File: config.mk
export PLATFORM = sky130hd
export DESIGN_NAME = pan_tilt_target_tracker_core_flat
export DESIGN_NICKNAME = d
export VERILOG_FILES = /design/src/rtl/core/ptt_pkg.sv /design/src/rtl/core/ptt_if.sv /design/src/rtl/core/pan_tilt_target_tracker_core.sv /design/src/rtl/core/ptt_offset_unit.sv /design/src/flat_wrapper.sv
export SDC_FILE = /design/constraint.sdc
export NUM_CORES = 1
export LEC_CHECK = 0
export CAP_MARGIN = 10
export CORE_MARGIN = 5
export CORE_UTILIZATION = 35
export CTS_CLUSTER_SIZE = 30
export DETAILED_ROUTE_END_ITERATION = 8
export DONT_BUFFER_PORTS = 1
export PLACE_DENSITY = 0.61
export SYNTH_ARGS = -nofsm -noshare
export SYNTH_HDL_FRONTEND = slang
export SYNTH_SLANG_ARGS = --single-unit
File: constraint.sdc
create_clock -name clk -period 16 [get_ports clk]
set_clock_uncertainty 0.2 [all_clocks]
set_input_delay 2.4 -clock clk [delete_from_list [all_inputs] [get_ports clk]]
set_output_delay 2.4 -clock clk [all_outputs]
set_load 0.01 [all_outputs]
File: src/rtl/core/ptt_pkg.sv
package ptt_pkg;

  // Request codes carried in req_type
  localparam logic REQ_SAMPLE = 1'b0;
  localparam logic REQ_TICK   = 1'b1;

  // Configuration port
  localparam int CFG_IDX_W  = 3;
  localparam int CFG_DATA_W = 16;

  localparam logic [CFG_IDX_W-1:0] REG_GAIN       = 3'd0;
  localparam logic [CFG_IDX_W-1:0] REG_CENTER_X   = 3'd1;
  localparam logic [CFG_IDX_W-1:0] REG_CENTER_Y   = 3'd2;
  localparam logic [CFG_IDX_W-1:0] REG_PAN_MIN    = 3'd3;
  localparam logic [CFG_IDX_W-1:0] REG_PAN_MAX    = 3'd4;
  localparam logic [CFG_IDX_W-1:0] REG_TILT_MIN   = 3'd5;
  localparam logic [CFG_IDX_W-1:0] REG_TILT_MAX   = 3'd6;
  localparam logic [CFG_IDX_W-1:0] REG_BEEP_TICKS = 3'd7;

  // Field widths
  localparam int GAIN_W  = 16;
  localparam int ANGLE_W = 8;
  localparam int PULSE_W = 12;

  // Reset values
  localparam logic [GAIN_W-1:0]  GAIN_RST       = 16'd19661;
  localparam int                 CENTER_X_RST   = 320;
  localparam int                 CENTER_Y_RST   = 240;
  localparam logic [ANGLE_W-1:0] PAN_MIN_RST    = 8'd10;
  localparam logic [ANGLE_W-1:0] PAN_MAX_RST    = 8'd170;
  localparam logic [ANGLE_W-1:0] TILT_MIN_RST   = 8'd20;
  localparam logic [ANGLE_W-1:0] TILT_MAX_RST   = 8'd150;
  localparam logic [ANGLE_W-1:0] BEEP_TICKS_RST = 8'd80;

  // Angles and pulse widths
  localparam logic [ANGLE_W-1:0] ANGLE_MID  = 8'd90;
  localparam logic [ANGLE_W-1:0] ANGLE_FULL = 8'd180;
  localparam logic [PULSE_W-1:0] PULSE_MIN  = 12'd500;
  // ceil(2^16 / 9): exact floor of x/9 for x up to 18000
  localparam logic [27:0]        RECIP_9    = 28'd7282;

  // 500 + floor(2000 * a / 180) = 500 + floor(100 * a / 9)
  function automatic logic [PULSE_W-1:0] pulse_of(input logic [ANGLE_W-1:0] a);
    logic [ANGLE_W-1:0] ac;
    logic [14:0]        x;
    logic [27:0]        q;
    ac = (a > ANGLE_FULL) ? ANGLE_FULL : a;
    x  = 15'(ac) * 15'd100;
    q  = 28'(x) * RECIP_9;
    return PULSE_MIN + PULSE_W'(q[27:16]);
  endfunction

endpackage

File: src/rtl/core/ptt_if.sv
// Input channel: one sample or one tick per transfer
interface ptt_in_if #(
  parameter int COORD_BITS = 10
);
  logic                  valid;
  logic                  ready;
  logic                  req_type;
  logic [COORD_BITS-1:0] target_x;
  logic [COORD_BITS-1:0] target_y;
  logic                  detected;

  modport source (output valid, req_type, target_x, target_y, detected, input ready);
  modport sink   (input valid, req_type, target_x, target_y, detected, output ready);
endinterface

// Result channel: servo angles, pulse widths, laser and buzzer drive
interface ptt_out_if;
  logic        valid;
  logic        ready;
  logic [7:0]  pan_deg;
  logic [7:0]  tilt_deg;
  logic [11:0] pan_pulse_us;
  logic [11:0] tilt_pulse_us;
  logic        laser_on;
  logic        buzzer_on;

  modport source (output valid, pan_deg, tilt_deg, pan_pulse_us, tilt_pulse_us,
                  laser_on, buzzer_on, input ready);
  modport sink   (input valid, pan_deg, tilt_deg, pan_pulse_us, tilt_pulse_us,
                  laser_on, buzzer_on, output ready);
endinterface

File: src/rtl/core/pan_tilt_target_tracker_core.sv
// Channel  | Direction | Payload                                          | Handshake
// in_chan  | in        | req_type, target_x, target_y, detected           | valid/ready
// out_chan | out       | pan_deg, tilt_deg, pan/tilt_pulse_us, laser, buzz | valid/ready
// cfg_*    | in        | cfg_idx, cfg_data                                | cfg_we only
//
// A sample with a target passes through S_PAN, S_TILT, S_CLAMP and S_OUT
// between two transfers: the pan and tilt offsets pass one after the other
// through the shared multiplier, then the tilt clamp, then the result
// register load, then S_IDLE with ready high. Ticks and samples without a
// target go from S_IDLE to S_OUT. The result register stalls the loop only
// when a previous result has not been taken. Reset is synchronous, active low.
module pan_tilt_target_tracker_core import ptt_pkg::*; #(
  parameter int COORD_BITS = 10
) (
  input  logic                  clk,
  input  logic                  rst_n,
  ptt_in_if.sink                in_chan,
  ptt_out_if.source             out_chan,
  input  logic                  cfg_we,
  input  logic [CFG_IDX_W-1:0]  cfg_idx,
  input  logic [CFG_DATA_W-1:0] cfg_data
);

  localparam int AW = COORD_BITS + 3;

  typedef enum logic [2:0] {
    S_IDLE,
    S_PAN,
    S_TILT,
    S_CLAMP,
    S_OUT
  } state_t;

  state_t                   state_r;

  // configuration
  logic [GAIN_W-1:0]        gain_r;
  logic [COORD_BITS-1:0]    center_x_r;
  logic [COORD_BITS-1:0]    center_y_r;
  logic [ANGLE_W-1:0]       pan_min_r;
  logic [ANGLE_W-1:0]       pan_max_r;
  logic [ANGLE_W-1:0]       tilt_min_r;
  logic [ANGLE_W-1:0]       tilt_max_r;
  logic [ANGLE_W-1:0]       beep_ticks_r;

  // tracker state
  logic [ANGLE_W-1:0]       pan_hold_r;
  logic [ANGLE_W-1:0]       tilt_hold_r;
  logic                     was_detected_r;
  logic                     laser_r;
  logic                     beep_active_r;
  logic [ANGLE_W-1:0]       beep_left_r;

  // latched coordinates
  logic [COORD_BITS-1:0]    tx_r;
  logic [COORD_BITS-1:0]    ty_r;

  // result register
  logic                     out_valid_r;
  logic [ANGLE_W-1:0]       out_pan_r;
  logic [ANGLE_W-1:0]       out_tilt_r;
  logic [PULSE_W-1:0]       out_pan_pulse_r;
  logic [PULSE_W-1:0]       out_tilt_pulse_r;
  logic                     out_laser_r;
  logic                     out_buzzer_r;

  logic                     in_xfer;
  logic                     is_tick;
  logic                     det;
  logic                     beep_active_nxt;
  logic [ANGLE_W-1:0]       beep_left_nxt;
  logic [COORD_BITS-1:0]    op_pos;
  logic [COORD_BITS-1:0]    op_centre;
  logic signed [COORD_BITS:0] p_r;
  logic signed [AW-1:0]     p_ext;
  logic [ANGLE_W-1:0]       pan_lim;
  logic [ANGLE_W-1:0]       tilt_lim;

  // low limit, then high limit, then the servo range 0..180
  function automatic logic [ANGLE_W-1:0] limit_angle(input logic signed [AW-1:0] a,
                                                     input logic [ANGLE_W-1:0] lo,
                                                     input logic [ANGLE_W-1:0] hi);
    logic signed [AW-1:0] v;
    v = a;
    if (v < signed'(AW'(lo))) v = signed'(AW'(lo));
    if (v > signed'(AW'(hi))) v = signed'(AW'(hi));
    if (v < signed'(AW'(0))) v = signed'(AW'(0));
    if (v > signed'(AW'(ANGLE_FULL))) v = signed'(AW'(ANGLE_FULL));
    return v[ANGLE_W-1:0];
  endfunction

  assign in_chan.ready = (state_r == S_IDLE);
  assign in_xfer       = in_chan.valid && in_chan.ready;
  assign is_tick       = (in_chan.req_type == REQ_TICK);
  assign det           = in_chan.detected;

  // beep bookkeeping for the item being transferred
  always_comb begin
    beep_active_nxt = beep_active_r;
    beep_left_nxt   = beep_left_r;
    if (is_tick) begin
      if (beep_active_r && (beep_left_r != '0)) begin
        beep_left_nxt = beep_left_r - 8'd1;
      end
    end else if (det && !was_detected_r) begin
      beep_active_nxt = 1'b1;
      beep_left_nxt   = beep_ticks_r;
    end
    if (beep_active_nxt && (beep_left_nxt == '0)) begin
      beep_active_nxt = 1'b0;
    end
  end

  // shared multiplier: pan operands in S_PAN, tilt operands otherwise
  assign op_pos    = (state_r == S_PAN) ? tx_r : ty_r;
  assign op_centre = (state_r == S_PAN) ? center_x_r : center_y_r;

  ptt_offset_unit #(
    .COORD_BITS (COORD_BITS)
  ) u_offset (
    .clk    (clk),
    .pos    (op_pos),
    .centre (op_centre),
    .gain   (gain_r),
    .p_r    (p_r)
  );

  assign p_ext    = AW'(p_r);
  assign pan_lim  = limit_angle(signed'(AW'(ANGLE_MID)) - p_ext, pan_min_r, pan_max_r);
  assign tilt_lim = limit_angle(signed'(AW'(ANGLE_MID)) + p_ext, tilt_min_r, tilt_max_r);

  // configuration writes
  always_ff @(posedge clk) begin
    if (!rst_n) begin
      gain_r       <= GAIN_RST;
      center_x_r   <= COORD_BITS'(CENTER_X_RST);
      center_y_r   <= COORD_BITS'(CENTER_Y_RST);
      pan_min_r    <= PAN_MIN_RST;
      pan_max_r    <= PAN_MAX_RST;
      tilt_min_r   <= TILT_MIN_RST;
      tilt_max_r   <= TILT_MAX_RST;
      beep_ticks_r <= BEEP_TICKS_RST;
    end else if (cfg_we) begin
      case (cfg_idx)
        REG_GAIN:       gain_r       <= cfg_data;
        REG_CENTER_X:   center_x_r   <= cfg_data[COORD_BITS-1:0];
        REG_CENTER_Y:   center_y_r   <= cfg_data[COORD_BITS-1:0];
        REG_PAN_MIN:    pan_min_r    <= cfg_data[ANGLE_W-1:0];
        REG_PAN_MAX:    pan_max_r    <= cfg_data[ANGLE_W-1:0];
        REG_TILT_MIN:   tilt_min_r   <= cfg_data[ANGLE_W-1:0];
        REG_TILT_MAX:   tilt_max_r   <= cfg_data[ANGLE_W-1:0];
        REG_BEEP_TICKS: beep_ticks_r <= cfg_data[ANGLE_W-1:0];
        default: ;
      endcase
    end
  end

  // coordinates captured at transfer
  always_ff @(posedge clk) begin
    if (in_xfer) begin
      tx_r <= in_chan.target_x;
      ty_r <= in_chan.target_y;
    end
  end

  // result payload, loaded when the result register is free
  always_ff @(posedge clk) begin
    if ((state_r == S_OUT) && (!out_valid_r || out_chan.ready)) begin
      out_pan_r        <= pan_hold_r;
      out_tilt_r       <= tilt_hold_r;
      out_pan_pulse_r  <= pulse_of(pan_hold_r);
      out_tilt_pulse_r <= pulse_of(tilt_hold_r);
      out_laser_r      <= laser_r;
      out_buzzer_r     <= beep_active_r;
    end
  end

  // sequencer, tracker state and result valid
  always_ff @(posedge clk) begin
    if (!rst_n) begin
      state_r        <= S_IDLE;
      pan_hold_r     <= ANGLE_MID;
      tilt_hold_r    <= ANGLE_MID;
      was_detected_r <= 1'b0;
      laser_r        <= 1'b0;
      beep_active_r  <= 1'b0;
      beep_left_r    <= '0;
      out_valid_r    <= 1'b0;
    end else begin
      // S_OUT reloads the result register itself when it is taken
      if (out_valid_r && out_chan.ready && (state_r != S_OUT)) begin
        out_valid_r <= 1'b0;
      end
      case (state_r)
        S_IDLE: begin
          if (in_xfer) begin
            beep_active_r <= beep_active_nxt;
            beep_left_r   <= beep_left_nxt;
            if (!is_tick) begin
              laser_r        <= det;
              was_detected_r <= det;
            end
            state_r <= (!is_tick && det) ? S_PAN : S_OUT;
          end
        end
        S_PAN: begin
          state_r <= S_TILT;
        end
        S_TILT: begin
          pan_hold_r <= pan_lim;
          state_r    <= S_CLAMP;
        end
        S_CLAMP: begin
          tilt_hold_r <= tilt_lim;
          state_r     <= S_OUT;
        end
        S_OUT: begin
          if (!out_valid_r || out_chan.ready) begin
            out_valid_r <= 1'b1;
            state_r     <= S_IDLE;
          end
        end
        default: begin
          state_r <= S_IDLE;
        end
      endcase
    end
  end

  assign out_chan.valid         = out_valid_r;
  assign out_chan.pan_deg       = out_pan_r;
  assign out_chan.tilt_deg      = out_tilt_r;
  assign out_chan.pan_pulse_us  = out_pan_pulse_r;
  assign out_chan.tilt_pulse_us = out_tilt_pulse_r;
  assign out_chan.laser_on      = out_laser_r;
  assign out_chan.buzzer_on     = out_buzzer_r;

endmodule

File: src/rtl/core/ptt_offset_unit.sv
// Shared proportional unit: sign(e) * floor(gain * |e| / 2^16), registered
module ptt_offset_unit import ptt_pkg::*; #(
  parameter int COORD_BITS = 10
) (
  input  logic                         clk,
  input  logic [COORD_BITS-1:0]        pos,
  input  logic [COORD_BITS-1:0]        centre,
  input  logic [GAIN_W-1:0]            gain,
  output logic signed [COORD_BITS:0]   p_r
);

  localparam int PROD_W = GAIN_W + COORD_BITS;

  logic signed [COORD_BITS:0]   err;
  logic                         neg;
  logic signed [COORD_BITS:0]   err_abs;
  logic [COORD_BITS-1:0]        mag;
  logic [PROD_W-1:0]            prod;
  logic [COORD_BITS-1:0]        prod_hi;
  logic signed [COORD_BITS:0]   p_nxt;

  // offset from centre, magnitude, product, restore sign
  always_comb begin
    err     = signed'({1'b0, pos}) - signed'({1'b0, centre});
    neg     = err[COORD_BITS];
    err_abs = neg ? -err : err;
    mag     = err_abs[COORD_BITS-1:0];
    prod    = PROD_W'(gain) * PROD_W'(mag);
    prod_hi = prod[PROD_W-1:GAIN_W];
    p_nxt   = neg ? -signed'({1'b0, prod_hi}) : signed'({1'b0, prod_hi});
  end

  always_ff @(posedge clk) begin
    p_r <= p_nxt;
  end

endmodule

File: src/flat_wrapper.sv
// flat-port wrapper written by rule: the top's interface ports become plain ports
module pan_tilt_target_tracker_core_flat import ptt_pkg::*;
#(
  parameter int COORD_BITS = 10
)
  (clk, rst_n, cfg_we, cfg_idx, cfg_data, in_chan_valid, in_chan_req_type, in_chan_target_x, in_chan_target_y, in_chan_detected, in_chan_ready, out_chan_valid, out_chan_pan_deg, out_chan_tilt_deg, out_chan_pan_pulse_us, out_chan_tilt_pulse_us, out_chan_laser_on, out_chan_buzzer_on, out_chan_ready);
  ptt_in_if #(.COORD_BITS(COORD_BITS)) in_chan_i ();
  ptt_out_if out_chan_i ();
  input  logic clk;
  input  logic rst_n;
  input  logic cfg_we;
  input  logic [CFG_IDX_W-1:0] cfg_idx;
  input  logic [CFG_DATA_W-1:0] cfg_data;
  input wire logic [$bits(in_chan_i.valid)-1:0] in_chan_valid;
  input wire logic [$bits(in_chan_i.req_type)-1:0] in_chan_req_type;
  input wire logic [$bits(in_chan_i.target_x)-1:0] in_chan_target_x;
  input wire logic [$bits(in_chan_i.target_y)-1:0] in_chan_target_y;
  input wire logic [$bits(in_chan_i.detected)-1:0] in_chan_detected;
  output wire logic [$bits(in_chan_i.ready)-1:0] in_chan_ready;
  output wire logic [$bits(out_chan_i.valid)-1:0] out_chan_valid;
  output wire logic [$bits(out_chan_i.pan_deg)-1:0] out_chan_pan_deg;
  output wire logic [$bits(out_chan_i.tilt_deg)-1:0] out_chan_tilt_deg;
  output wire logic [$bits(out_chan_i.pan_pulse_us)-1:0] out_chan_pan_pulse_us;
  output wire logic [$bits(out_chan_i.tilt_pulse_us)-1:0] out_chan_tilt_pulse_us;
  output wire logic [$bits(out_chan_i.laser_on)-1:0] out_chan_laser_on;
  output wire logic [$bits(out_chan_i.buzzer_on)-1:0] out_chan_buzzer_on;
  input wire logic [$bits(out_chan_i.ready)-1:0] out_chan_ready;
  assign in_chan_i.valid = in_chan_valid;
  assign in_chan_i.req_type = in_chan_req_type;
  assign in_chan_i.target_x = in_chan_target_x;
  assign in_chan_i.target_y = in_chan_target_y;
  assign in_chan_i.detected = in_chan_detected;
  assign in_chan_ready = in_chan_i.ready;
  assign out_chan_valid = out_chan_i.valid;
  assign out_chan_pan_deg = out_chan_i.pan_deg;
  assign out_chan_tilt_deg = out_chan_i.tilt_deg;
  assign out_chan_pan_pulse_us = out_chan_i.pan_pulse_us;
  assign out_chan_tilt_pulse_us = out_chan_i.tilt_pulse_us;
  assign out_chan_laser_on = out_chan_i.laser_on;
  assign out_chan_buzzer_on = out_chan_i.buzzer_on;
  assign out_chan_i.ready = out_chan_ready;
  pan_tilt_target_tracker_core #(.COORD_BITS(COORD_BITS)) u_core (.clk(clk), .rst_n(rst_n), .in_chan(in_chan_i), .out_chan(out_chan_i), .cfg_we(cfg_we), .cfg_idx(cfg_idx), .cfg_data(cfg_data));
endmodule
# Word-level counts from Yosys, hierarchy flattened
# Index checks and enable logic that the tools add are counted.
[op_classes]
n_addsub = 8
n_mul = 5
div = 0
order_cmp = 10
eq_ne = 14
n_shift = 0
muxes = 27
bitwise_logic = 1
n_reduce_logical = 27
[op_table]
columns = ["op", "n"]
rows = [
  ["two-way mux 13 bit", 6],
  ["two-way mux 8 bit", 7],
  ["multiplier 13 x 12 -> 25 bit, second input constant", 2],
  ["two-way mux 10 bit", 4],
  ["> comparator 13 x 9 -> 1 bit", 2],
  ["> comparator 13 x 9 -> 1 bit, second input constant", 2],
  ["< comparator 13 x 1 -> 1 bit, second input constant", 2],
  ["< comparator 13 x 9 -> 1 bit", 2],
  ["multiplier 16 x 10 -> 26 bit", 1],
  ["multiplier 8 x 5 -> 13 bit, second input constant", 2],
  ["adder 9 x 12 -> 12 bit, first input constant", 2],
  ["AND reduction 2 bit", 10],
  ["> comparator 8 bit, second input constant", 2],
  ["equality test 3 bit, second input constant", 5],
  ["case mux 3 bit (5 select lines)", 1],
  ["adder 8 x 11 -> 12 bit, first input constant", 1],
  ["equality test 3 x 2 -> 1 bit, second input constant", 4],
  ["subtractor 8 x 11 -> 12 bit, first input constant", 1],
  ["negator 10 -> 11 bit", 1],
  ["subtractor 10 x 10 -> 11 bit", 1],
  ["negator 10 bit", 1],
  ["two-way mux 3 bit", 3],
  ["logical AND 1 bit", 8],
  ["logical NOT 8 bit", 1],
  ["11 further kinds", 21],
]
[totals]
register_bits = 179
latch_bits = 0
ram_bits = 0
mem_bits_ro = 0
in_bits = 46
out_inout_bits = 44
wordCells = 117
mem_count = 0

# Longest topological paths before layout
[depth]
depth_word = 9
depth_mapped = 39

# Cells and area by module
# From an unflattened synthesis, not the netlist that was laid out.
[unflattened]
hier_cells = 2399
hier_area_um2 = 20865.0
[by_module_without_submodules]
columns = ["module", "instances", "cells_each", "area_per_inst_um2"]
rows = [
  ["pan_tilt_target_tracker_core", 1, 1636, 14670.3],
  ["ptt_offset_unit", 1, 763, 6194.7],
]

# Worst setup path before layout
# Ideal clock, no wire load.
[synth_timing]
path_kind = "register -> register"
from = "register u_core.state_r[0]"
to = "register u_core.u_offset.p_r[7]"
t_arrival_ns = 9.284
required_ns = 15.674
path_slack_ns = 6.389
path_stages_with_launch = 38
n_path_buf = 3
cell_sequence = "dfxtp_1 > clkbuf_1 > nor3b_1 > buf_1 > mux2i_1 > inv_1 > ha_1 > nor2b_1 > o21ai_1 > nand2b_1 > a21o_1 > a21o_1 > xor2_1 > or4_1 > o31ai_1 > xnor2_1 > clkbuf_1 > and2_1 > [2 not listed] > fa_1 > fa_1 > inv_1 > fa_1 > inv_1 > fa_1 > inv_1 > ha_1 > nand3_1 > or3_1 > nor2_1 > a211o_1 > a31oi_4 > o31ai_4 > mux2_2 > a22oi_1 > o211ai_1 > xor2_1"
[synth_via]
elab_chain_len = 8
word_cells_on_any_way = 9
classes_between = "add/sub: 3; mul: 1; eq/ne: 1; mux: 4"
[synth_lines]
columns = ["element", "line", "text"]
rows = [
  ["start: declaration", "pan_tilt_target_tracker_core.sv:34", "state_t state_r;"],
  ["start signal: assignment", "pan_tilt_target_tracker_core.sv:203", "state_r <= (!is_tick && det) ? S_PAN : S_OUT;"],
  ["equality test 3 x 1 -> 1 bit (*)", "pan_tilt_target_tracker_core.sv:115, pan_tilt_target_tracker_core.sv:116", ""],
  ["two-way mux 10 bit, on equally long branches", "pan_tilt_target_tracker_core.sv:115, pan_tilt_target_tracker_core.sv:116", ""],
  ["subtractor 10 x 10 -> 11 bit (*)", "ptt_offset_unit.sv:24", "err = signed'({1'b0, pos}) - signed'({1'b0, centre});"],
  ["negator 10 bit", "ptt_offset_unit.sv:26", "err_abs = neg ? -err : err;"],
  ["two-way mux 10 bit", "ptt_offset_unit.sv:26", ""],
  ["multiplier 16 x 10 -> 26 bit", "ptt_offset_unit.sv:28", "prod = PROD_W'(gain) * PROD_W'(mag);"],
  ["negator 10 -> 11 bit", "ptt_offset_unit.sv:30", "p_nxt = neg ? -signed'({1'b0, prod_hi}) : signed'({1'b0, prod_hi});"],
  ["two-way mux 10 bit (*)", "ptt_offset_unit.sv:30", ""],
  ["named net u_core.u_offset.p_nxt[7]", "ptt_offset_unit.sv:20", "logic signed [COORD_BITS:0] p_nxt;"],
  ["end signal: assignment", "ptt_offset_unit.sv:34", "p_r <= p_nxt;"],
  ["end: declaration", "ptt_offset_unit.sv:9", "output logic signed [COORD_BITS:0] p_r"],
]
# The timed path passes the listed nets; every way through them passes the cells marked *.
# A chain may end at the register's enable or synchronous reset.

# Final worst setup path
# Same ends and word-level chain as after synthesis.

==> impl_metrics.xml <==
<?xml version="1.0" encoding="UTF-8"?>
<metrics>
  <group name="run_status">
    <metric name="status" unit="">completed</metric>
  </group>
  <group name="sta">
    <metric name="finalCriticalPeriod" unit="ns">10.29</metric>
    <metric name="final.period_utilization" unit="%">64.30</metric>
    <metric name="tns" unit="ns">0</metric>
    <metric name="hold_viol_final" unit="">0</metric>
    <metric name="achievable-frequency" unit="MHz">97.19</metric>
    <metric name="final.hold.worst_slack" unit="ns">0.2564</metric>
    <metric name="max-slew-margin-rel" unit="%">18.66</metric>
    <metric name="rsz0062_at_grt" unit="">no</metric>
    <metric name="post-route-worst-setup-slack" unit="ns">5.711</metric>
    <metric name="drv_slew" unit="">0</metric>
    <metric name="tightest_slew" unit="ns">1.216</metric>
    <metric name="setup_viol" unit="">0</metric>
  </group>
  <group name="route">
    <metric name="sum_of_met3_wire_segment_lengths_after_detailed_routing" unit="mm">1.817</metric>
    <metric name="detail_route.first_pass.iterations" unit="">5</metric>
    <metric name="met1_length" unit="mm">21.56</metric>
    <metric name="avgViaCountPerCell" unit="">5.040</metric>
    <metric name="drc" unit="">0</metric>
    <metric name="met2_length" unit="mm">23.16</metric>
    <metric name="initialDrtViolationCount" unit="">667</metric>
    <metric name="via_count" unit="">15260</metric>
    <metric name="antenna_left" unit="">0</metric>
    <metric name="top_signal_layer_used" unit="">met4</metric>
    <metric name="totalWireLength" unit="mm">47.16</metric>
    <metric name="wl_per_cell" unit="um">15.57</metric>
  </group>
  <group name="worst_setup_path">
    <metric name="cpMostUsedCell" unit="">fa_1</metric>
    <metric name="crit_path_end_kind" unit="">flop</metric>
    <metric name="required" unit="ns">16.14</metric>
    <metric name="setup.worst_path.start_class" unit="">flop</metric>
    <metric name="critical_path_class" unit="">flop to flop</metric>
    <metric name="crit_path_max_incr_delay" unit="ns">0.93</metric>
    <metric name="critical-path-slowest-cell" unit="">xor2_1</metric>
    <metric name="arrival" unit="ns">10.43</metric>
    <metric name="worst-path-max-fanout" unit="">20</metric>
  </group>
  <group name="logic_synthesis">
    <metric name="syn_area" unit="sq um">20510</metric>
    <metric name="post_synth_inst_count" unit="">2301</metric>
    <metric name="post_synth_edffs" unit="">62</metric>
    <metric name="synth.yosys.warnings" unit="">0</metric>
    <metric name="mappedNetlistNets" unit="">2838</metric>
    <metric name="postSynth.topFlopCell" unit="">dfxtp_1</metric>
    <metric name="post_synth_num_cell_types" unit="">87</metric>
    <metric name="post_synth.cell_area_avg" unit="sq um">8.913</metric>
    <metric name="synth.yosys.seq_area_share" unit="%">20.50</metric>
    <metric name="postSynthRegisterBits" unit="">179</metric>
    <metric name="async_set_reset_flop_share_out_of_synthesis" unit="%">0</metric>
  </group>
  <group name="clock_network">
    <metric name="post_cts.resized_instances" unit="">0</metric>
    <metric name="path_clk_slew" unit="ns">0.07</metric>
    <metric name="clk_root_buf" unit="">clkbuf_16</metric>
    <metric name="tritoncts_buffers" unit="">17</metric>
    <metric name="clock_latency" unit="ns">0.47</metric>
    <metric name="clock_sink_count" unit="">179</metric>
    <metric name="cts.repair_timing.setup_buffer_count" unit="">0</metric>
    <metric name="tritoncts_clock_tree" unit="">built</metric>
    <metric name="post_cts_hold_buffer_count" unit="">0</metric>
    <metric name="htreeDepth" unit="">4</metric>
    <metric name="clock_tree.buffer_depth" unit="">2</metric>
  </group>
  <group name="global_route">
    <metric name="grt_overflow_total" unit="">0</metric>
    <metric name="first_global_vias" unit="">15850</metric>
    <metric name="grt_start_max_net_pins" unit="">44</metric>
    <metric name="grt_antenna_before_repair" unit="">0</metric>
    <metric name="global_route.usage.total" unit="%">14.94</metric>
    <metric name="grt_first_pass_wirelength" unit="mm">79.29</metric>
  </group>
  <group name="final_layout">
    <metric name="layout.cells.most_common" unit="">inv_1</metric>
    <metric name="insertedDiodeCount" unit="">0</metric>
    <metric name="most-common-layout-cells" unit="">inv_1 (350), ha_1 (307), nand2_1 (278), fa_1 (184), a21oi_1 (132)</metric>
    <metric name="area_overhead_of_the_layout_relative_to_synthesis" unit="%">6.625</metric>
    <metric name="finish.net_count" unit="">2787</metric>
    <metric name="n_fill_cell" unit="">5889</metric>
    <metric name="finalInstanceArea" unit="sq um">21870</metric>
    <metric name="drive_above_1_share" unit="%">4.463</metric>
  </group>
  <group name="place">
    <metric name="preCtsSetupSlack" unit="ns">5.755</metric>
    <metric name="place_area" unit="sq um">21240</metric>
    <metric name="place.detailed.hpwl" unit="mm">38.10</metric>
    <metric name="io_buffer_count" unit="">0</metric>
    <metric name="gp_congestion" unit="">0.8809</metric>
  </group>
  <group name="floorplan">
    <metric name="design.portCount" unit="">90</metric>
    <metric name="chipHeight" unit="um">252.1</metric>
    <metric name="core_area" unit="sq um">57920</metric>
    <metric name="starting_density_of_the_core" unit="%">35.41</metric>
    <metric name="fp-row-count" unit="">88</metric>
    <metric name="fp.dieW" unit="um">252.1</metric>
    <metric name="die_area" unit="sq um">63540</metric>
  </group>
  <group name="worst_hold_path">
    <metric name="hold_class" unit="">flop to flop</metric>
  </group>
  <group name="flow_run">
    <metric name="max-cap-violations" unit="">0</metric>
  </group>
</metrics>
## layout make-up
type | instances | area (sq um) | share of cell area, %
flip-flops and latches | 179 | 4204 | 19.23
inverters | 351 | 1318 | 6.025
multi-input cells | 1690 | 14680 | 67.11
clock inverters | 12 | 130.1 | 0.5951
well taps | 765 | 957.2 | 4.377
repair buffers | 11 | 82.58 | 0.3776
clock buffers | 20 | 500.5 | 2.289
## registers in the layout (all words and copies together), names as in the netlist, 10 cells and up
signal and count:
u_core.center_y_r 10, u_core.u_offset.p_r 11, u_core.tx_r 10, u_core.center_x_r 10, u_core.ty_r 10, u_core.out_chan.tilt_pulse_us 12, u_core.out_chan.pan_pulse_us 12, u_core.gain_r 16
## worst max-delay path, delay by kind of cell (launching register included)
kind | cells | cell delay [ns]
AOI/OAI and AO/OA | 7 | 1.29
xor gates and xnor gates | 2 | 1.09
adders and majority gates | 8 | 3.36
buffers and inverters | 5 | 0.58
DFF | 1 | 0.51
muxes | 2 | 0.78
and+or+nand+nor | 9 | 2.35
## synthesized netlist by cell type, drive strengths merged, types with 6 or more instances
cell	n	share of area, %
inv	351	6.4
ha	307	19
nand2	278	5.1
fa	184	18
a21oi	133	3.3
dfxtp	117	11
nor2	110	2.0
clkbuf	66	1.2
edfxtp	62	9.1
nor2b	62	1.9
xnor2	59	2.5
o21ai	56	1.4
and2	42	1.3
nand2b	42	1.3
nand3	41	1.0
xor2	37	1.6
nor3	35	0.85
mux2i	29	1.4
a21o	24	0.88
mux2	22	1.2
o211ai	20	0.76
o21a	18	0.66
a31oi	16	0.56
buf	15	0.40
nand4	15	0.46
or3	15	0.48
o21bai	13	0.48
and3	12	0.37
a211oi	10	0.41
nor3b	9	0.33
o221ai	8	0.34
or2	8	0.24
nand3b	7	0.26
o41ai	7	0.37
a211o	6	0.26
o31ai	6	0.38
## final timing paths
path	cells after the start	startpoint	slack, ns	end
max reg2reg	33	u_core.state_r[0]	5.71	u_core.u_offset.p_r[7]
max	33	u_core.state_r[0]	5.71	u_core.u_offset.p_r[7]
min	0	u_core.was_detected_r	0.26	u_core.out_chan.laser_on
min reg2reg	0	u_core.was_detected_r	0.26	u_core.out_chan.laser_on
## through the flow
stage | cells | util (%)
after global placement | 2996 | 36.67
after global routing | 3028 | 37.76
after detailed placement | 2996 | 36.67
final | 3028 | 37.76
after CTS | 3028 | 37.76
after floorplan | 2301 | -
## cells by family (layout without fill, tap and decap cells)
| family | count (synthesis) | after routing | share of synthesized area (%) |
|---|---|---|---|
| simple gates | 694 | 694 | 16.28 |
| fa+ha+maj | 491 | 491 | 36.69 |
| buf+inv | 432 | 394 | 8.065 |
| compound gates | 357 | 357 | 11.60 |
| flops | 179 | 179 | 20.50 |
| xor+xnor | 97 | 97 | 4.216 |
| mux | 51 | 51 | 2.642 |
## layer usage
layer / vias to the layer above / track usage, %
met1: 7397 / 19.41
met2: 285 / 26.47
li1: 7538 / -
met3: 40 / 2.515
met5: - / 0
met4: 0 / 2.730
Power is not shown: default switching activity piles up to over one toggle a cycle in this logic, so the estimate is an artifact.
